<file path="config.mk">
export PLATFORM = sky130hd
export DESIGN_NAME = bse_queue
export DESIGN_NICKNAME = d
export VERILOG_FILES = /design/src/rtl/bse_queue.sv
export SDC_FILE = /design/constraint.sdc
export NUM_CORES = 1
export LEC_CHECK = 0
export ABC_AREA = 1
export BUFFER_PORTS_ARGS = -buffer_cell sky130_fd_sc_hd__buf_2
export CAP_MARGIN = 20
export CORE_ASPECT_RATIO = 1.2
export CORE_MARGIN = 2
export CORE_UTILIZATION = 53
export CTS_CLUSTER_DIAMETER = 30
export DETAILED_ROUTE_END_ITERATION = 10
export PLACE_DENSITY = 0.74
export SETUP_SLACK_MARGIN = 0.02
export SYNTH_ARGS = -nofsm -noshare
export SYNTH_HDL_FRONTEND = slang
export SYNTH_SLANG_ARGS = --single-unit
</file>
<file path="constraint.sdc">
create_clock -name clk -period 2.2 [get_ports clk]
set_input_delay 0.33 -clock clk [delete_from_list [all_inputs] [get_ports clk]]
set_output_delay 0.33 -clock clk [all_outputs]
set_load 0.005 [all_outputs]
</file>
<file path="src/rtl/bse_queue.sv">
// Small register FIFO between the classifying front end and the evaluation back end.
module bse_queue #(
	parameter int WIDTH = 8,
	parameter int DEPTH = 4,
	localparam int PTR_W = (DEPTH > 1) ? $clog2(DEPTH) : 1,
	localparam int CNT_W = $clog2(DEPTH + 1)
) (
	input  logic             clk,
	input  logic             arst_n,
	input  logic             push_valid,
	input  logic [WIDTH-1:0] push_data,
	output logic             push_ready,
	output logic             pop_valid,
	output logic [WIDTH-1:0] pop_data,
	input  logic             pop
);

	logic [WIDTH-1:0] mem_q [DEPTH];
	logic [PTR_W-1:0] wr_q;
	logic [PTR_W-1:0] rd_q;
	logic [CNT_W-1:0] cnt_q;
	logic             do_push;
	logic             do_pop;

	assign push_ready = (cnt_q != CNT_W'(DEPTH));
	assign pop_valid  = (cnt_q != '0);
	assign pop_data   = mem_q[rd_q];
	assign do_push    = push_valid && push_ready;
	assign do_pop     = pop && pop_valid;

	always_ff @(posedge clk or negedge arst_n) begin
		if (!arst_n) begin
			wr_q  <= '0;
			rd_q  <= '0;
			cnt_q <= '0;
		end else begin
			if (do_push) begin
				wr_q <= (wr_q == PTR_W'(DEPTH - 1)) ? '0 : wr_q + PTR_W'(1);
			end
			if (do_pop) begin
				rd_q <= (rd_q == PTR_W'(DEPTH - 1)) ? '0 : rd_q + PTR_W'(1);
			end
			if (do_push && !do_pop) begin
				cnt_q <= cnt_q + CNT_W'(1);
			end else if (do_pop && !do_push) begin
				cnt_q <= cnt_q - CNT_W'(1);
			end
		end
	end

	always_ff @(posedge clk) begin
		if (do_push) begin
			mem_q[wr_q] <= push_data;
		end
	end

	a_cnt_bound: assert property (@(posedge clk) disable iff (!arst_n)
		cnt_q <= CNT_W'(DEPTH))
		else $error("queue fill count exceeds its depth");

	a_cnt_grow: assert property (@(posedge clk) disable iff (!arst_n)
		do_push && !do_pop |=> cnt_q == $past(cnt_q) + CNT_W'(1))
		else $error("queue fill count did not follow a lone push");

endmodule

</file>
# Yosys cells after proc, flatten, opt, wreduce, memory -nomap -nowiden

Memory sizes are Yosys's and may differ from the RTL's.
Index checks and enable logic that the tools add are counted.

Flip-flop bits (word level): 7
Bits in latches: 0
RAM bits: 32
ROM bits: 0
Output and inout bits: 10
Logic and storage cells: 25
Memories: 1

Memory list:

| name  | depth | width | read ports | clocked after memory_dff | write ports | RTL line | text |
|---|---|---|---|---|---|---|---|
| mem_q | 4     | 8     | 1          | 0                        | 1           | 18       | `logic [WIDTH-1:0] mem_q [DEPTH];` |

Add/sub/neg operators: 4
$mul: 0
Div/mod/pow operators: 0
$lt $le $gt $ge: 0
Equality and inequality tests: 3
Shifts and indexed selects: 0
Multiplexer cells: 6
Bitwise gates (word level): 0
Reductions and logical operators: 8

Operator list:

| cell                                                                | count |
|---|---|
| 3-bit two-way mux                                                   | 2 |
| 2-bit by 1-bit adder with 2-bit output (second input constant)      | 2 |
| 2-bit equality test (second input constant)                         | 2 |
| 1-bit logical AND                                                   | 4 |
| 2-bit two-way mux                                                   | 2 |
| 3-bit by 1-bit adder with 3-bit output (second input constant)      | 1 |
| 3-bit inequality test (second input constant)                       | 1 |
| 3-bit nonzero test                                                  | 1 |
| 3-bit by 1-bit subtractor with 3-bit output (second input constant) | 1 |
| 1-bit logical NOT                                                   | 2 |
| 1-bit two-way mux                                                   | 2 |
| 2-bit nonzero test                                                  | 1 |

# Logic depth before layout (Yosys ltp)

Depth after elaboration: 6
Gate-level depth with buffers: 12

# Least setup slack after synthesis

Ideal clock, no wire load.

Path type: register to register
From: reg cnt_q[1]
To: reg cnt_q[1]
Arrival time: 1542 ps
Required time: 2073 ps
Slack: 531 ps
Stages on the path, launching flop included: 10
Period minus slack after synthesis: 1669 ps
Cells stage by stage: dfrtp_1 > inv_1 > nand3_2 > nand2_2 > inv_1 > ha_1 > inv_1 > fa_1 > nand2_1 > o21ai_0

Cells in the longest elaborated chain, start to end: 5
Elaborated cells between the ends (all ways): 13
Those cells by class: add/sub: 2; eq/ne: 1; mux: 2; reduce/logical: 8

Ends and longest elaborated chain:

| element                      | RTL line | text |
|---|---|---|
| start, declared              | 21       | `logic [CNT_W-1:0] cnt_q;` |
| start signal, assigned       | 44       | `cnt_q <= cnt_q + CNT_W'(1);` |
| start signal, assigned       | 46       | `cnt_q <= cnt_q - CNT_W'(1);` |
| 3-bit inequality test *      | 25       | `assign push_ready = (cnt_q != CNT_W'(DEPTH));` |
| named net push_ready         | 12       | `output logic push_ready,` |
| 1-bit logical AND *          | 28       | `assign do_push = push_valid && push_ready;` |
| named net do_push            | 22       | `logic do_push;` |
| 1-bit logical NOT            | 45       | `end else if (do_pop && !do_push) begin` |
| 1-bit logical AND            | 45       |  |
| 2-bit nonzero test (no line) | -        |  |

Mark *: on every way through the listed nets, which the timed path passes. The rest lies on a longest branch. The select of a mux whose other input is x is not followed.
A chain may end at the register's enable or synchronous reset.

# Worst setup path in the final report

From: reg cnt_q[1]
To: reg cnt_q[2]

Cells in the longest elaborated chain, start to end: 5
Elaborated cells between the ends (all ways): 13
Those cells by class: add/sub: 2; eq/ne: 1; mux: 2; reduce/logical: 8

Ends and longest elaborated chain:

| element |
|---|
| branches (longest 5 deep; another with 3-bit by 1-bit subtractor with 3-bit output) |

Parallel ways; which one is timed is not known. The select of a mux whose other input is x is not followed.

==> results_dict.tcl <==
set metrics [dict create \
    seq_area_mm2 0.001136 \
    critPathMaxFanout 4 \
    routedWlPerCell_um 12.37 \
    fin_tns_setup_ns 0 \
    cts_tree "done" \
    synth-seq-cells 39 \
    syn_avg_cell_area_um2 11.54 \
    die_area_mm2 0.003788 \
    leakagePower_nw 0.8771 \
    rows 22 \
    powerDensity_mw_per_mm2 1214 \
    finalHoldViolCount 0 \
    nets 201 \
    cp-startpoint "cnt_q[1]" \
    die_x_um 56.52 \
    r2r-start "cnt_q[1]" \
    drv_cap 0 \
    numCtsBuffers 5 \
    rr_worst_depth 10 \
    ir_drop_mv 0.6966 \
    antenna_found_initial 0 \
    seq_area_frac_synth 0.6476 \
    grt-ovfl-total 0 \
    status "completed" \
    crit_top_cell "nand2_1" \
    io_buffer_count 21 \
    synth_cell_types 16 \
    cts.hold.buffers_added 1 \
    diodes 0 \
    max_stage_delay_ns 0.42 \
    synth-compound-area-share 0.07133 \
    drtIter0Drc 46 \
    power_w 0.002382 \
    synth_warnings 0 \
    fin_util 0.6311 \
    path_cells "inv_1 > nand3_1 > nand2_2 > ha_1 > inv_1 > fa_1 > nand2_1 > nand3_1 > nand2_1 > nand2_1" \
    cp-end-kind "flop" \
    reg2reg_slack_ns 0.34 \
    arrival_ns 2.11 \
    grt_pass1_wl_um 4505 \
    finalCritPeriodShare 0.8461 \
    routed_via_density 5.082 \
    dp_hpwl_um 1921 \
    synth.area.mux_share 0 \
    drt_wl_total_um 2709 \
    die_y_um 67.02 \
    wl_met2_um 1419 \
    cts_buffer_depth 2 \
    crit_family "simple AND/OR/NAND/NOR gates" \
    place_inst 210 \
    n_fill_cell 257 \
    cts_resized 0 \
    clkTransAtPathRegs_ns 0.10 \
    placed_cell_area_mm2 0.001893 \
    synth-simple-area-share 0.1255 \
    fin_skew_ns 0.01019 \
    layout.cells.non_filler 219 \
    grt_util_all_layers 0.1665 \
    slew_headroom 0.8035 \
    worstHoldStart "push_data[5]" \
    fin_crit_ns 1.861 \
    drc 0 \
    syn_to_final_growth_pct 11.91 \
    gp_congestion 0.6530 \
    crit_required_ns 2.45 \
    synthAdderAreaFrac 0.05421 \
    wl_met3_um 131 \
    pin_count 22 \
    slowest_stage "dfrtp_1" \
    fmax_ghz 0.5373 \
    multi_input_area_um2 449.2 \
    grt_max_degree 33 \
    cp-start-kind "flop" \
    setup_violations 0 \
    cp_num_buf_inv 2 \
    tightest_slew_ns 0.2945 \
    worstHoldPathCells 1 \
    slew_viol_final 0 \
    cts_sinks 39 \
    syn_inst 152 \
    ant_nets 0 \
    topRoutingLayerUsed "met4" \
    root_buffer "clkbuf_4" \
    syn_area_mm2 0.001754 \
    r2r_end "cnt_q[2]" \
    drive_above_1_share 0.2077 \
    cts_setup_buffers 0 \
    synth-xor-area-share 0.004993 \
    first_pass_iters 4 \
    whs_endpoint "mem_q[2][5]" \
    core_area_mm2 0.003110 \
    hold_path.class "primary input to flop" \
    rsz0062_at_grt "false" \
    postLayoutCellArea_mm2 0.001963 \
    synth_top_family_by_area "simple AND/OR/NAND/NOR gates" \
    m1WireLength_um 1091 \
    cts.htree.levels 2 \
    vias 1113 \
    synth_fp_nets 171 \
    critPathKind "flop to flop" \
    start_util 0.5640 \
    clk_latency_ns 0.35 \
    grt_pass1_vias 1057 \
]
==> cells in the mapped netlist <==
master / instances / area (um2)
dfrtp_1: 7 / 175.2
fa_1: 1 / 20.02
nand3_1: 6 / 30.03
nand4_1: 1 / 6.260
edfxtp_1: 32 / 960.9
nor2_1: 6 / 22.52
inv_2: 1 / 3.750
nand2_1: 37 / 138.9
nand2_2: 2 / 12.51
buf_6: 5 / 56.30
xnor2_1: 1 / 8.760
inv_1: 29 / 108.9
o211ai_1: 16 / 120.1
ha_1: 6 / 75.07
nand3_2: 1 / 10.01
o21ai_0: 1 / 5.000
==> stage by stage <==
step	worst slack, ns	hold slack [ns]
floorplan	0.5309	0.03441
global placement	0.4850	0.1698
detailed placement	0.3740	0.1769
CTS	0.3430	0.1757
global route	0.1544	0.1761
finish	0.3387	0.1894
==> worst max path at each step <==
stage | endpoint | slack, ns | cells after the start
after floorplan | cnt_q[1] | 0.53 | 9
after global placement | cnt_q[1] | 0.49 | 9
after detailed placement | cnt_q[2] | 0.37 | 10
after CTS | cnt_q[2] | 0.34 | 10
after global routing | cnt_q[2] | 0.15 | 10
final | cnt_q[2] | 0.34 | 10
==> power breakdown <==
| group | switching (W) | total (W) | internal [W] | leakage [nW] |
|---|---|---|---|---|
| Sequential | 0.0000887 | 0.00108 | 0.000990 | 0.378 |
| Combinational | 0.000557 | 0.000939 | 0.000382 | 0.464 |
| Clock | 0.000210 | 0.000365 | 0.000155 | 0.0353 |
==> area by class of cell <==
type                    instances  share of cell area
flip-flops and latches         39              0.5787
multi-input cells              78              0.2288
repair buffers                 28             0.08158
inverters                      30             0.05736
clock buffers                   7             0.02804
well taps                      36             0.02294
clock inverters                 1            0.002549
==> state kept, by name (all words and copies together) (netlist names) <==
| name | cells |
|---|---|
| cnt_q | 3 |
| mem_q | 32 |
| rd_q | 2 |
| wr_q | 2 |
==> kinds of logic (layout without fill, tap and decap cells) <==
group                      Yosys count  count (layout)
DFF                                 39              39
AOI/OAI and AO/OA                   17              17
adders and majority gates            7               7
xor gates and xnor gates             1               1
and+or+nand+nor                     53              53
buffers and inverters               35              66
==> per-layer routing <==
metal | track usage | vias up
li1 | - | 567
met1 | 0.1805 | 516
met2 | 0.2922 | 23
met3 | 0.04854 | 7
met4 | 0.08929 | 0
met5 | 0 | -
==> layout by cell type, fill, tap and decap left out, types with 2 or more instances in the layout <==
cell and count:
edfxtp_1 32, o211ai_1 16, clkbuf_4 5, buf_2 21
nand3_1 6, nand2_2 2, inv_1 29, nand2_1 37
dfrtp_1 7, nor2_1 6, ha_1 6, buf_4 6
(Power assumes the default switching activity.)
