--- src/rtl/bse_pkg.sv ---
// Shared widths, codes and vector types of the Bezier spline evaluator.
package bse_pkg;

	localparam int T_W        = 24;
	localparam int T_FRAC     = 16;
	localparam int COORD_W    = 32;
	localparam int HW         = 42;
	localparam int CW         = 38;
	localparam int IDX_W      = 6;
	localparam int SEL_W      = 2;
	localparam int PC_W       = 7;
	localparam int WRAP_W     = 2;
	localparam int SEG_OUT_W  = 6;
	localparam int CFG_IDX_W  = 1;
	localparam int CFG_DATA_W = 7;

	localparam logic OP_LOAD = 1'b0;
	localparam logic OP_EVAL = 1'b1;

	localparam logic [SEL_W-1:0] SEL_POS   = 2'd0;
	localparam logic [SEL_W-1:0] SEL_IN    = 2'd1;
	localparam logic [SEL_W-1:0] SEL_OUT   = 2'd2;
	localparam logic [SEL_W-1:0] SEL_SPARE = 2'd3;

	localparam logic [WRAP_W-1:0] WRAP_CLAMP  = 2'd0;
	localparam logic [WRAP_W-1:0] WRAP_REPEAT = 2'd1;
	localparam logic [WRAP_W-1:0] WRAP_EXTRAP = 2'd2;
	localparam logic [WRAP_W-1:0] WRAP_SPARE  = 2'd3;

	localparam logic [CFG_IDX_W-1:0] REG_POINT_COUNT = 1'b0;
	localparam logic [CFG_IDX_W-1:0] REG_WRAP_MODE   = 1'b1;

	localparam logic [PC_W-1:0] PC_RESET = 7'd2;

	localparam logic signed [T_W-1:0] T_ONE        = 24'sh010000;
	localparam logic signed [HW-1:0]  HORNER_LIMIT = 42'sh100_0000_0000;

	typedef logic [2:0][COORD_W-1:0] vec3_t;
	typedef logic [2:0][HW-1:0]      hvec_t;
	typedef logic [2:0][CW-1:0]      cvec_t;

endpackage

--- src/rtl/bse_if.sv ---
// Handshake channels for command words and result words.
interface bse_in_if;
	logic                                  valid;
	logic                                  ready;
	logic                                  operation;
	logic        [bse_pkg::IDX_W-1:0]      point_index;
	logic        [bse_pkg::SEL_W-1:0]      vector_select;
	logic signed [bse_pkg::COORD_W-1:0]    coord_x;
	logic signed [bse_pkg::COORD_W-1:0]    coord_y;
	logic signed [bse_pkg::COORD_W-1:0]    coord_z;
	logic signed [bse_pkg::T_W-1:0]        curve_param;

	modport source (output valid, operation, point_index, vector_select, coord_x, coord_y,
		coord_z, curve_param, input ready);
	modport sink (input valid, operation, point_index, vector_select, coord_x, coord_y,
		coord_z, curve_param, output ready);
endinterface


--- src/rtl/bse_front.sv ---
// Front end: takes command words, scales the curve parameter and picks the segment.
module bse_front #(
	parameter int MAX_POINTS = 64,
	localparam int AW    = $clog2(MAX_POINTS),
	localparam int SW    = bse_pkg::T_W + AW + 1,
	localparam int ITEMW = 5 + 2 * AW + SW + 3 * bse_pkg::COORD_W,
	localparam int PCW   = (AW + 1 > bse_pkg::PC_W) ? AW + 1 : bse_pkg::PC_W,
	localparam int FLW   = SW - bse_pkg::T_FRAC
) (
	input  logic                        clk,
	input  logic                        arst_n,
	bse_in_if.sink                      cmd,
	input  logic [bse_pkg::PC_W-1:0]    point_count,
	input  logic [bse_pkg::WRAP_W-1:0]  wrap_mode,
	output logic                        push_valid,
	output logic [ITEMW-1:0]            push_item,
	input  logic                        push_ready
);

	typedef struct packed {
		logic                  eval;
		logic                  special;
		logic                  load_ok;
		logic [1:0]            sel;
		logic [AW-1:0]         addr;
		logic [AW-1:0]         seg;
		logic signed [SW-1:0]  u;
		bse_pkg::vec3_t        coord;
	} item_t;

	logic [PCW-1:0]                  pc;
	logic [AW-1:0]                   n;
	logic signed [bse_pkg::T_W-1:0]  t;
	logic signed [bse_pkg::T_W-1:0]  t_eff;
	logic                            clamp_mode;
	logic                            low;
	logic                            high;
	logic signed [SW-1:0]            scaled_d;

	logic                            valid_s1;
	logic                            eval_s1;
	logic                            special_s1;
	logic                            high_s1;
	logic                            load_ok_s1;
	logic [1:0]                      sel_s1;
	logic [AW-1:0]                   idx_s1;
	bse_pkg::vec3_t                  coord_s1;
	logic signed [SW-1:0]            scaled_s1;
	logic [AW-1:0]                   n_s1;

	logic signed [FLW-1:0]           fl;
	logic [AW-1:0]                   seg;
	logic [AW-1:0]                   last_seg;
	item_t                           item;

	always_comb begin
		pc = PCW'(point_count);
		if (pc < PCW'(2)) begin
			pc = PCW'(2);
		end else if (pc > PCW'(MAX_POINTS)) begin
			pc = PCW'(MAX_POINTS);
		end
		n = AW'(pc - PCW'(1));
		t = cmd.curve_param;
		unique case (wrap_mode)
			bse_pkg::WRAP_REPEAT: begin
				t_eff      = bse_pkg::T_W'(t[bse_pkg::T_FRAC-1:0]);
				clamp_mode = 1'b0;
			end
			bse_pkg::WRAP_EXTRAP: begin
				t_eff      = t;
				clamp_mode = 1'b0;
			end
			bse_pkg::WRAP_CLAMP, bse_pkg::WRAP_SPARE: begin
				t_eff      = t;
				clamp_mode = 1'b1;
			end
		endcase
		low      = clamp_mode && (t <= 0);
		high     = clamp_mode && (t >= bse_pkg::T_ONE);
		scaled_d = SW'(t_eff) * $signed(SW'({1'b0, n}));
	end

	assign cmd.ready  = !valid_s1 || push_ready;
	assign push_valid = valid_s1;

	always_ff @(posedge clk or negedge arst_n) begin
		if (!arst_n) begin
			valid_s1 <= 1'b0;
		end else if (cmd.ready) begin
			valid_s1 <= cmd.valid;
		end
	end

	always_ff @(posedge clk) begin
		if (cmd.valid && cmd.ready) begin
			eval_s1    <= (cmd.operation == bse_pkg::OP_EVAL);
			special_s1 <= low || high;
			high_s1    <= high;
			load_ok_s1 <= (32'(cmd.point_index) < MAX_POINTS)
				&& (cmd.vector_select != bse_pkg::SEL_SPARE);
			sel_s1     <= cmd.vector_select;
			idx_s1     <= AW'(cmd.point_index);
			coord_s1   <= {cmd.coord_z, cmd.coord_y, cmd.coord_x};
			scaled_s1  <= scaled_d;
			n_s1       <= n;
		end
	end

	always_comb begin
		last_seg = n_s1 - AW'(1);
		fl       = FLW'(scaled_s1 >>> bse_pkg::T_FRAC);
		if (fl < 0) begin
			seg = '0;
		end else if (fl > $signed(FLW'(last_seg))) begin
			seg = last_seg;
		end else begin
			seg = AW'(fl);
		end
		item.eval    = eval_s1;
		item.special = special_s1;
		item.load_ok = load_ok_s1;
		item.sel     = sel_s1;
		item.u       = scaled_s1 - $signed(SW'({seg, {bse_pkg::T_FRAC{1'b0}}}));
		item.coord   = coord_s1;
		if (!eval_s1) begin
			item.addr = idx_s1;
			item.seg  = seg;
		end else if (special_s1) begin
			item.addr = high_s1 ? n_s1 : '0;
			item.seg  = high_s1 ? last_seg : '0;
		end else begin
			item.addr = seg;
			item.seg  = seg;
		end
	end

	assign push_item = item;

	a_seg_range: assert property (@(posedge clk) disable iff (!arst_n)
		push_valid && item.eval |-> item.seg < n_s1)
		else $error("segment index beyond the last segment");

	a_hold: assert property (@(posedge clk) disable iff (!arst_n)
		push_valid && !push_ready |=> push_valid && $stable(scaled_s1))
		else $error("front word lost while the queue was full");

endmodule

--- src/flat_wrapper.sv ---
// flat-port wrapper written by rule: the top's interface ports become plain ports
module bse_front_flat 
#(
	parameter int MAX_POINTS = 64,
	localparam int AW    = $clog2(MAX_POINTS),
	localparam int SW    = bse_pkg::T_W + AW + 1,
	localparam int ITEMW = 5 + 2 * AW + SW + 3 * bse_pkg::COORD_W,
	localparam int PCW   = (AW + 1 > bse_pkg::PC_W) ? AW + 1 : bse_pkg::PC_W,
	localparam int FLW   = SW - bse_pkg::T_FRAC
)
  (clk, arst_n, point_count, wrap_mode, push_valid, push_item, push_ready, cmd_valid, cmd_operation, cmd_point_index, cmd_vector_select, cmd_coord_x, cmd_coord_y, cmd_coord_z, cmd_curve_param, cmd_ready);
  bse_in_if cmd_i ();
  input  logic clk;
  input  logic arst_n;
  input  logic [bse_pkg::PC_W-1:0] point_count;
  input  logic [bse_pkg::WRAP_W-1:0] wrap_mode;
  output logic push_valid;
  output logic [ITEMW-1:0] push_item;
  input  logic push_ready;
  input wire logic [$bits(cmd_i.valid)-1:0] cmd_valid;
  input wire logic [$bits(cmd_i.operation)-1:0] cmd_operation;
  input wire logic [$bits(cmd_i.point_index)-1:0] cmd_point_index;
  input wire logic [$bits(cmd_i.vector_select)-1:0] cmd_vector_select;
  input wire logic [$bits(cmd_i.coord_x)-1:0] cmd_coord_x;
  input wire logic [$bits(cmd_i.coord_y)-1:0] cmd_coord_y;
  input wire logic [$bits(cmd_i.coord_z)-1:0] cmd_coord_z;
  input wire logic [$bits(cmd_i.curve_param)-1:0] cmd_curve_param;
  output wire logic [$bits(cmd_i.ready)-1:0] cmd_ready;
  assign cmd_i.valid = cmd_valid;
  assign cmd_i.operation = cmd_operation;
  assign cmd_i.point_index = cmd_point_index;
  assign cmd_i.vector_select = cmd_vector_select;
  assign cmd_i.coord_x = cmd_coord_x;
  assign cmd_i.coord_y = cmd_coord_y;
  assign cmd_i.coord_z = cmd_coord_z;
  assign cmd_i.curve_param = cmd_curve_param;
  assign cmd_ready = cmd_i.ready;
  bse_front #(.MAX_POINTS(MAX_POINTS)) u_core (.clk(clk), .arst_n(arst_n), .cmd(cmd_i), .point_count(point_count), .wrap_mode(wrap_mode), .push_valid(push_valid), .push_item(push_item), .push_ready(push_ready));
endmodule
--- config.mk ---
export PLATFORM = sky130hd
export DESIGN_NAME = bse_front_flat
export DESIGN_NICKNAME = d
export VERILOG_FILES = /design/src/rtl/bse_pkg.sv /design/src/rtl/bse_if.sv /design/src/rtl/bse_front.sv /design/src/flat_wrapper.sv
export SDC_FILE = /design/constraint.sdc
export NUM_CORES = 1
export LEC_CHECK = 0
export BUFFER_PORTS_ARGS = -buffer_cell sky130_fd_sc_hd__buf_4
export CORE_ASPECT_RATIO = 1.1
export CORE_UTILIZATION = 50
export DETAILED_ROUTE_END_ITERATION = 7
export GPL_ROUTABILITY_DRIVEN = 0
export PLACE_DENSITY = 0.77
export SYNTH_ARGS = -nofsm -noshare
export SYNTH_HDL_FRONTEND = slang
export SYNTH_SLANG_ARGS = --single-unit
export TNS_END_PERCENT = 50
--- constraint.sdc ---
create_clock -name clk -period 9.88 [get_ports clk]
set_input_delay 0.494 -clock clk [delete_from_list [all_inputs] [get_ports clk]]
set_output_delay 0.494 -clock clk [all_outputs]
set_load 0.02 [all_outputs]
# --- Word level (Yosys, flattened, before mapping) ---
# Index checks and enable logic that the tools add are counted.
totals:
  register_bits: 146
  out_inout_bits: 146
classes:
  n_reduce_logical: 10
  multipliers: 1
  n_lt_le_gt_ge: 6
  mux: 10
  eq_ne: 4
  addsub: 3
ops:
  columns: ["cell", "count"]
  rows:
  - ["$pmux 24 s2", 1]
  - ["$mux 6", 6]
  - ["$mul 24x7->31", 1]
  - ["$sub 31x23->31", 1]
  - ["$ge 24x18->1 const B", 1]
  - ["$le 24x1->1 const B", 1]
  - ["$mux 12", 2]
  - ["$gt 15x7->1", 1]
  - ["$lt 15x1->1 const B", 1]
  - ["$sub 6x1->6 const B", 2]
  - ["$gt 7x7->1 const B", 1]
  - ["$lt 7x2->1 const B", 1]
  - ["$eq 2x2->1 const B", 2]
  - ["$reduce_or 2->1", 2]
  - ["$logic_and 1x1->1", 3]
  - ["$reduce_or 3->1", 1]
  - ["$eq 2x1->1 const B", 1]
  - ["$logic_not 2->1", 1]
  - ["$logic_or 1x1->1", 2]
  - ["$ne 2x2->1 const B", 1]
  - ["$pmux 1 s2", 1]
  - ["$logic_not 1->1", 1]

# --- Logic depth before layout (Yosys ltp) ---
# Gate-level depths: netlist (run 1).
logic_depth:
  depth_word: 6
  mapped_depth: 28
  mapped_depth_nobuf: 26

# --- Least setup slack after synthesis (run 1) ---
# Ideal clock, no wire load.
synth_timing:
  path_type: "in2reg"
  startpoint: "input port point_count[3] in the netlist's numbering"
  endpoint: "register u_core.scaled_s1[30] (data pin)"
  stages: 26
  arrival_ns: 6.515
  setup_time_ns: 0.260
  n_path_buf: 3
  slack_ns: 3.105
  t_required_ns: 9.620
  path_cell_list: "or3_1 o311ai_4 clkbuf_1 ha_1 inv_1 nor3_1 o32ai_1 a21oi_1 inv_1 buf_2 and2_1 ha_1 fa_1 fa_1 inv_1 fa_1 inv_1 ha_1 clkbuf_1 a21oi_1 nor2_1 a211oi_1 o31ai_4 a211oi_2 a21oi_2 xnor2_1"
synth_via:
  elab_chain_len: 5
synth_rtl:
  columns: ["item", "line_no", "text"]
  rows:
  - ["start, declared", "flat_wrapper.sv:15", "input logic [bse_pkg::PC_W-1:0] point_count;"]
  - ["$gt 7x7->1", "bse_front.sv:60", "end else if (pc > PCW'(MAX_POINTS)) begin"]
  - ["$mux 6", "bse_front.sv:60", null]
  - ["$mux 6 *", "bse_front.sv:58", "if (pc < PCW'(2)) begin"]
  - ["$sub 6x1->6 *", "bse_front.sv:63", "n = AW'(pc - PCW'(1));"]
  - ["net u_core.n[0]", "bse_front.sv:32", "logic [AW-1:0] n;"]
  - ["$mul 24x7->31 *", "bse_front.sv:81", "scaled_d = SW'(t_eff) * $signed(SW'({1'b0, n}));"]
  - ["net u_core.scaled_d[30]", "bse_front.sv:38", "logic signed [SW-1:0] scaled_d;"]
  - ["end signal, assigned", "bse_front.sv:105", "scaled_s1 <= scaled_d;"]
  - ["end, declared", "bse_front.sv:48", "logic signed [SW-1:0] scaled_s1;"]
# Mark *: on every way through the listed nets, which the timed path passes. The rest lies on a longest branch.
# A chain may end at the register's enable or synchronous reset.

# --- Worst setup path in the final report (run 1) ---
layout_timing:
  startpoint: "input port point_count[3] in the netlist's numbering"
  endpoint: "register u_core.scaled_s1[30] (data pin)"
layout_via:
  elab_chain_len: 5
layout_rtl:
  columns: ["item", "line_no"]
  rows:
  - ["$gt 7x7->1", "bse_front.sv:60"]
  - ["$mux 6", "bse_front.sv:60"]
  - ["$mux 6 *", "bse_front.sv:58"]
  - ["$sub 6x1->6 *", "bse_front.sv:63"]
  - ["$mul 24x7->31 *", "bse_front.sv:81"]
  - ["net u_core.scaled_d[30]", "bse_front.sv:38"]
# Marked as above.

==> results.tsv, run 1 <==
stage	metric	value	unit
cells_and_area	antenna_cells	0	
synth	synth_cell_types	62	
clocking	post-cts-setup-buffer-count	0	
pwr	power_frac_comb	60.6	%
floorplanning	initial_utilization	51.0	%
timing	worst_slew_pin_slew	1280	ps
global_route	antenna_found_initial	0	
floorplanning	die-area	0.0223	mm2
global_route	grt_busiest_layer	met2	
worst_hold_path	min_path_type	input pin to flop	
routing	wl	27900	um
timing	fmax	0.148	GHz
synth	syn_area	0.0109	mm2
job	drv_cap	0	
placement	dpl.cell_count	1485	
timing	setup-tns-final	0	ps
floorplanning	die_w	143	um
routing	vias	7832	
pwr	p_sw	1.76	mW
global_route	gr-usage-met3	8.57	%
clocking	postCtsHoldBufs	1	
synth	synth_seq_cells	146	
synth	synth_top_area_share	40.1	%
synth	syn_area_per_cell	11.5	um2
timing	report.final.hold_viol_count	0	
global_route	use_met1	30.9	%
worst_setup_path	path_max_fanout	18	
placement	portBuffers	287	
routing	drc	0	
floorplanning	die_h	157	um
cells_and_area	layout.nets	1534	
timing	rsz0062_at_grt	no	
worst_setup_path	worst_ep_required_time	10040	ps
timing	skew	9.50	ps
pwr	ir_drop	0.000147	V
synth	yosysSeqAreaShare	40.3	%
floorplanning	rows	56	
routing	wl_per_cell	18.4	um
run_status	status	finished, final reports clean	
synth	yosys_warnings	0	
floorplanning	ioPinCount	288	
pwr	power	4.00	mW
clocking	clk_path_buf_depth	2	
cells_and_area	fillers	1726	
timing	setup_viol	0	
cells_and_area	area_growth	26.7	%
clocking	cts_tree	built	
floorplanning	core	0.0213	mm2
cells_and_area	drive_above_1_share	28.0	%
clocking	cts.reportedPaths.clkPinSlew	70	ps
global_route	grt-ovfl-total	0	
global_route	grt_pass1_vias	7929	
synth	synth_largest_area_cell	edfxtp_1	
global_route	grt_usage	25.8	%
pwr	p_seq_share	23.4	%
synth	syn-num-nets	1264	
clocking	clkLatencyLatePin	420	ps
synth	synth_ff_type	edfxtp_1	
synth	async_flop_share	0.685	%
pwr	switching_share	43.9	%
timing	period_minus_slack	6770	ps
clocking	cts-root-buf	clkbuf_16	
routing	drtPass1Iterations	5	
worst_setup_path	worst_ep_arrival_time	6930	ps
cells_and_area	final_cells	1518	
timing	slew_viol_final	0	
pwr	p_leak	6.29	nW
synth	synth_edf_count	145	
timing	finalCritPeriodShare	68.5	%
placement	dp_hpwl	22700	um
pwr	internal_power	2.24	mW
routing	drtAntennaViolNets	0	
pwr	power_density	291	mW/mm2
global_route	grt_pass1_wl	42700	um
global_route	grt_max_degree	80	
clocking	post_cts_resized	0	
clocking	htreeDepth	4	
worst_setup_path	path_class	input pin to flop	
routing	drt_iter0_drc	350	
pwr	p_clk_share	16.0	%
global_route	met2_usage	43.7	%
synth	synth_area_leaders	edfxtp_1, fa_1, ha_1, inv_1, and2_1	
timing	slew_headroom	14.5	%
clocking	cts_sinks	146	
synth	synth_cells	945	
worst_setup_path	start_kind	input pin	
routing	viasPerCell	5.16	
worst_setup_path	end_kind	flop	
clocking	tritoncts.num_buffers	17	
-- cell families after synthesis --
logic type	Yosys count	synth area share [%]
flip-flops	146	40.3
XOR/XNOR	48	3.87
adder cells (fa/ha/maj)	177	27.3
AND/OR/NAND/NOR	285	13.6
AO/OA/AOI/OAI	113	7.57
buffers and inverters	170	6.76
multiplexers	6	0.553
-- flip-flops by register name, indices dropped and copies added, names as in the netlist --
signal	flops
u_core.push_valid	1
u_core.n_s1	6
u_core.scaled_s1	31
u_core.special_s1	1
u_core.high_s1	1
u_core.load_ok_s1	1
u_core.idx_s1	6
u_core.eval_s1	1
u_core.sel_s1	2
u_core.push_item	96
-- routing by layer --
layer	vias to the layer above	part of all wire [%]
met3	33	9.8
met1	3816	40
li1	3680	-
met4	0	1.8
met2	303	49
met5	-	0
-- critical path, cell delays in order --
cell and delay [ps]:
buf_4 120, or3_1 450, o311ai_4 260, ha_1 220
inv_1 80, nor3_1 190, o32ai_1 100, a21oi_1 510
inv_1 430, and2_1 290, ha_1 270, inv_1 50
fa_1 530, inv_1 60, fa_1 500, fa_1 490
ha_1 410, a211o_1 300, a31o_4 220, a31oi_4 210
o31ai_4 120, a211oi_2 370, a21oi_2 100, xnor2_1 130
-- cells in the mapped netlist, types with 2 or more instances --
library cell / count
a211oi_1: 4
a211oi_2: 2
a21boi_0: 2
a21o_1: 4
a21oi_1: 36
a21oi_2: 2
a22o_1: 6
a31oi_4: 2
and2_1: 65
buf_2: 4
buf_4: 22
clkbuf_1: 11
edfxtp_1: 145
fa_1: 100
ha_1: 77
inv_1: 130
mux2i_1: 6
nand2_1: 69
nand2b_1: 25
nand3_1: 9
nand4_1: 5
nor2_1: 51
nor2_2: 2
nor2b_1: 34
nor3_1: 9
nor4_1: 7
o21a_1: 2
o21ai_0: 26
o21ai_1: 3
o21bai_1: 3
o31a_1: 2
or3_1: 4
xnor2_1: 30
xor2_1: 18
-- path summary, 6_finish.rpt --
kind,slack [ps],cells past startpoint,to,from
max,3110,24,u_core.scaled_s1[30]$_DFFE_PP_,point_count[3]
min,250,1,u_core.push_item[6]$_DFFE_PP_,cmd_coord_x[6]
max reg2reg,7230,3,u_core.push_item[72]$_DFFE_PP_,u_core.push_valid$_DFFE_PN0N_
min reg2reg,620,2,u_core.push_valid$_DFFE_PN0N_,u_core.push_valid$_DFFE_PN0N_
max in group asynchronous,9380,2,u_core.push_valid$_DFFE_PN0N_,arst_n
min in group asynchronous,400,2,u_core.push_valid$_DFFE_PN0N_,arst_n
-- final cells by class --
class	count	area [um2]	area share [%]
multi-input combinational	629	5750	41.8
sequential	146	4380	31.8
timing repair buffer	290	2180	15.8
inverter	131	492	3.58
clock buffer	17	425	3.09
tap	290	363	2.64
clock inverter	15	166	1.21
-- power groups by stage --
stage | clock network, mW | logic, mW | registers, mW
after CTS | 0.651 | 2.42 | 0.937
after detailed placement | 0 | 2.41 | 0.949
after floorplan | 0 | 1.81 | 0.962
after global routing | 0.674 | 2.70 | 0.947
final | 0.639 | 2.42 | 0.936
after global placement | 0 | 2.35 | 0.947
-- through the flow --
| stage | instance area, um2 | hold WS, ps | utilization, % | setup slack, ps |
|---|---|---|---|---|
| global placement | 13200 | 284 | 61.7 | 2960 |
| floorplan | 10900 | 198 | - | 3100 |
| detailed placement | 13200 | 287 | 61.7 | 2740 |
| CTS | 13800 | 227 | 64.6 | 3180 |
| global route | 13800 | 224 | 64.6 | 2850 |
| finish | 13800 | 246 | 64.6 | 3110 |
-- placed cells by master, fill, tap and decap left out, types with 3 or more instances in the layout --
cell       synthesis  layout
or3_1              4       4
and2_1            65      64
o21ai_1            3       3
inv_6              0       6
inv_1            130     130
nor4_1             7       7
nor3_1             9       9
fa_1             100     100
mux2i_1            6       6
a22o_1             6       6
xnor2_1           30      30
nand2b_1          25      25
buf_4             22     289
nand4_1            5       5
o21ai_0           26      26
nor2_1            51      51
o21bai_1           3       3
a211oi_1           4       4
clkbuf_16          0      17
xor2_1            18      18
nand3_1            9       9
edfxtp_1         145     145
a21oi_1           36      36
nor2b_1           34      34
a21o_1             4       4
ha_1              77      77
nand2_1           69      69
No activity file was read; power rests on OpenSTA's default activity.
==> run 2: changes to the inputs <==
--- a/config.mk
+++ b/config.mk
@@ -7,10 +7,10 @@
 export LEC_CHECK = 0
 export BUFFER_PORTS_ARGS = -buffer_cell sky130_fd_sc_hd__buf_4
 export CORE_ASPECT_RATIO = 1.1
-export CORE_UTILIZATION = 50
+export CORE_UTILIZATION = 49
 export DETAILED_ROUTE_END_ITERATION = 7
 export GPL_ROUTABILITY_DRIVEN = 0
-export PLACE_DENSITY = 0.77
+export PLACE_DENSITY = 0.79
 export SYNTH_ARGS = -nofsm -noshare
 export SYNTH_HDL_FRONTEND = slang
 export SYNTH_SLANG_ARGS = --single-unit
==> constraint.sdc (replaced) <==
create_clock -name clk -period 6.2 [get_ports clk]
set_input_delay 0.31 -clock clk [delete_from_list [all_inputs] [get_ports clk]]
set_output_delay 0.31 -clock clk [all_outputs]
set_load 0.02 [all_outputs]
==> results.tsv, run 2 (synthesized netlist as in run 1, its figures left out) <==
stage	metric	value	unit
floorplanning	initial_utilization	50.5	%
routing	drc	0	
worst_setup_path	path_max_fanout	13	
timing	slew_viol_final	0	
routing	wl_per_cell	18.6	um
placement	pre_cts_slack	-26.4	ps
clocking	clk_path_buf_depth	2	
placement	portBuffers	287	
timing	worst_slack	385	ps
floorplanning	die-area	0.0228	mm2
floorplanning	ioPinCount	288	
global_route	grt_usage	25.7	%
clocking	post_cts_resized	0	
pwr	ir_drop	0.000218	V
worst_setup_path	path_class	input pin to flop	
routing	wl_met3	2320	um
cells_and_area	antenna_cells	0	
global_route	grt_max_degree	74	
timing	fmax	0.172	GHz
timing	worst_slew_pin_slew	938	ps
timing	report.final.hold_viol_count	0	
cells_and_area	seq_area	0.00438	mm2
worst_setup_path	crit_start	point_count[3]	
clocking	clkLatencyLatePin	420	ps
clocking	post-cts-setup-buffer-count	0	
cells_and_area	drive_above_1_share	29.2	%
worst_hold_path	min-delay-start	cmd_coord_y[30]	
job	drv_cap	0	
routing	drtAntennaViolNets	0	
timing	rsz0062_at_grt	no	
global_route	antenna_found_initial	0	
pwr	p_leak	6.38	nW
clocking	htreeDepth	4	
placement	dp_hpwl	22900	um
cells_and_area	multiInputGateArea	0.00577	mm2
clocking	cts-root-buf	clkbuf_16	
pwr	p_seq_share	22.9	%
timing	slew_headroom	37.4	%
floorplanning	core	0.0215	mm2
timing	finalCritPeriodShare	93.8	%
timing	setup_viol	0	
pwr	power_density	471	mW/mm2
cells_and_area	layout_commonest_cell	buf_4	
pwr	p_sw	2.83	mW
global_route	grt_pass1_wl	43100	um
floorplanning	rows	56	
routing	drt-met1-wl	12000	um
worst_hold_path	min_path_type	input pin to flop	
clocking	postCtsHoldBufs	1	
routing	viasPerCell	5.15	
cells_and_area	layout_common_cells	buf_4, edfxtp_1, inv_1	
global_route	grt-ovfl-total	0	
timing	skew	14.3	ps
cells_and_area	final_util	64.7	%
run_status	status	finished, final reports clean	
worst_setup_path	end_kind	flop	
clocking	cts_sinks	146	
timing	period_minus_slack	5820	ps
global_route	grt_pass1_vias	7909	
worst_setup_path	start_kind	input pin	
cells_and_area	area_growth	28.2	%
pwr	switching_share	43.2	%
worst_setup_path	worst_ep_required_time	6380	ps
pwr	power_frac_comb	60.6	%
floorplanning	die_w	144	um
pwr	internal_power	3.72	mW
pwr	p_clk_share	16.5	%
worst_setup_path	reg2reg_from	u_core.push_valid$_DFFE_PN0N_	
routing	dr_wl_met2	13400	um
routing	wl	28500	um
clocking	cts_tree	built	
floorplanning	die_h	158	um
routing	drtPass1Iterations	5	
cells_and_area	layout.nets	1549	
clocking	cts.reportedPaths.clkPinSlew	60	ps
pwr	power	6.56	mW
cells_and_area	largest_reg_flops	96	
worst_setup_path	worst_ep_arrival_time	6000	ps
clocking	tritoncts.num_buffers	17	
cells_and_area	fillers	1680	
routing	routed.top_layer	met4	
routing	vias	7897	
routing	drt_iter0_drc	393	
[run 2: critical path: stages]
cell      delay, ps
buf_4           130
or3_4           410
o311ai_4        290
ha_1            230
inv_1           100
xnor2_2         150
inv_1           200
buf_4           220
and2_1          170
fa_1            530
fa_1            450
fa_1            550
inv_1            60
fa_1            540
inv_1            40
ha_1            370
and4_1          200
nor3b_1         140
a221oi_1        290
o31a_1          250
o21ai_0         110
a21oi_1         160
xnor2_1          70
[run 2: final timing paths]
path | end | slack [ps] | depth (start not counted)
max | u_core.scaled_s1[29]$_DFFE_PP_ | 380 | 23
min | u_core.push_item[62]$_DFFE_PP_ | 50 | 1
max reg2reg | u_core.push_item[30]$_DFFE_PP_ | 3630 | 3
min reg2reg | u_core.push_valid$_DFFE_PN0N_ | 600 | 2
max in group asynchronous | u_core.push_valid$_DFFE_PN0N_ | 5900 | 2
min in group asynchronous | u_core.push_valid$_DFFE_PN0N_ | 210 | 2
[run 2: area by class of cell]
class | count | share of cell area, %
multi-input combinational | 629 | 41.5
sequential | 146 | 31.5
timing repair buffer | 305 | 16.5
inverter | 131 | 3.53
clock buffer | 17 | 3.06
tap | 290 | 2.61
clock inverter | 15 | 1.41
[run 2: stage by stage]
step           cell area (um2)  std cells  hold slack [ps]  setup TNS (ps)
5_1_grt                  13900       1533             41.9               0
6_report                 13900       1533             51.5               0
3_3_place_gp             13300       1500             99.4               0
2_1_floorplan            10900        945             14.4               0
4_1_cts                  13900       1533             40.6               0
3_5_place_dp             13300       1500              106           -73.3
[run 2: power groups by stage]
stage	clock network (mW)	registers, mW	logic, mW
after detailed placement	0	1.52	3.94
after global routing	1.13	1.52	4.42
after floorplan	0	1.53	2.89
final	1.08	1.50	3.97
after global placement	0	1.52	3.86
after CTS	1.10	1.50	3.96
[run 2: metal layers]
layer / vias up / global-route usage (%)
met5: - / 0
met4: 0 / 10.0
met3: 52 / 5.38
met2: 307 / 41.9
met1: 3832 / 33.4
li1: 3706 / -
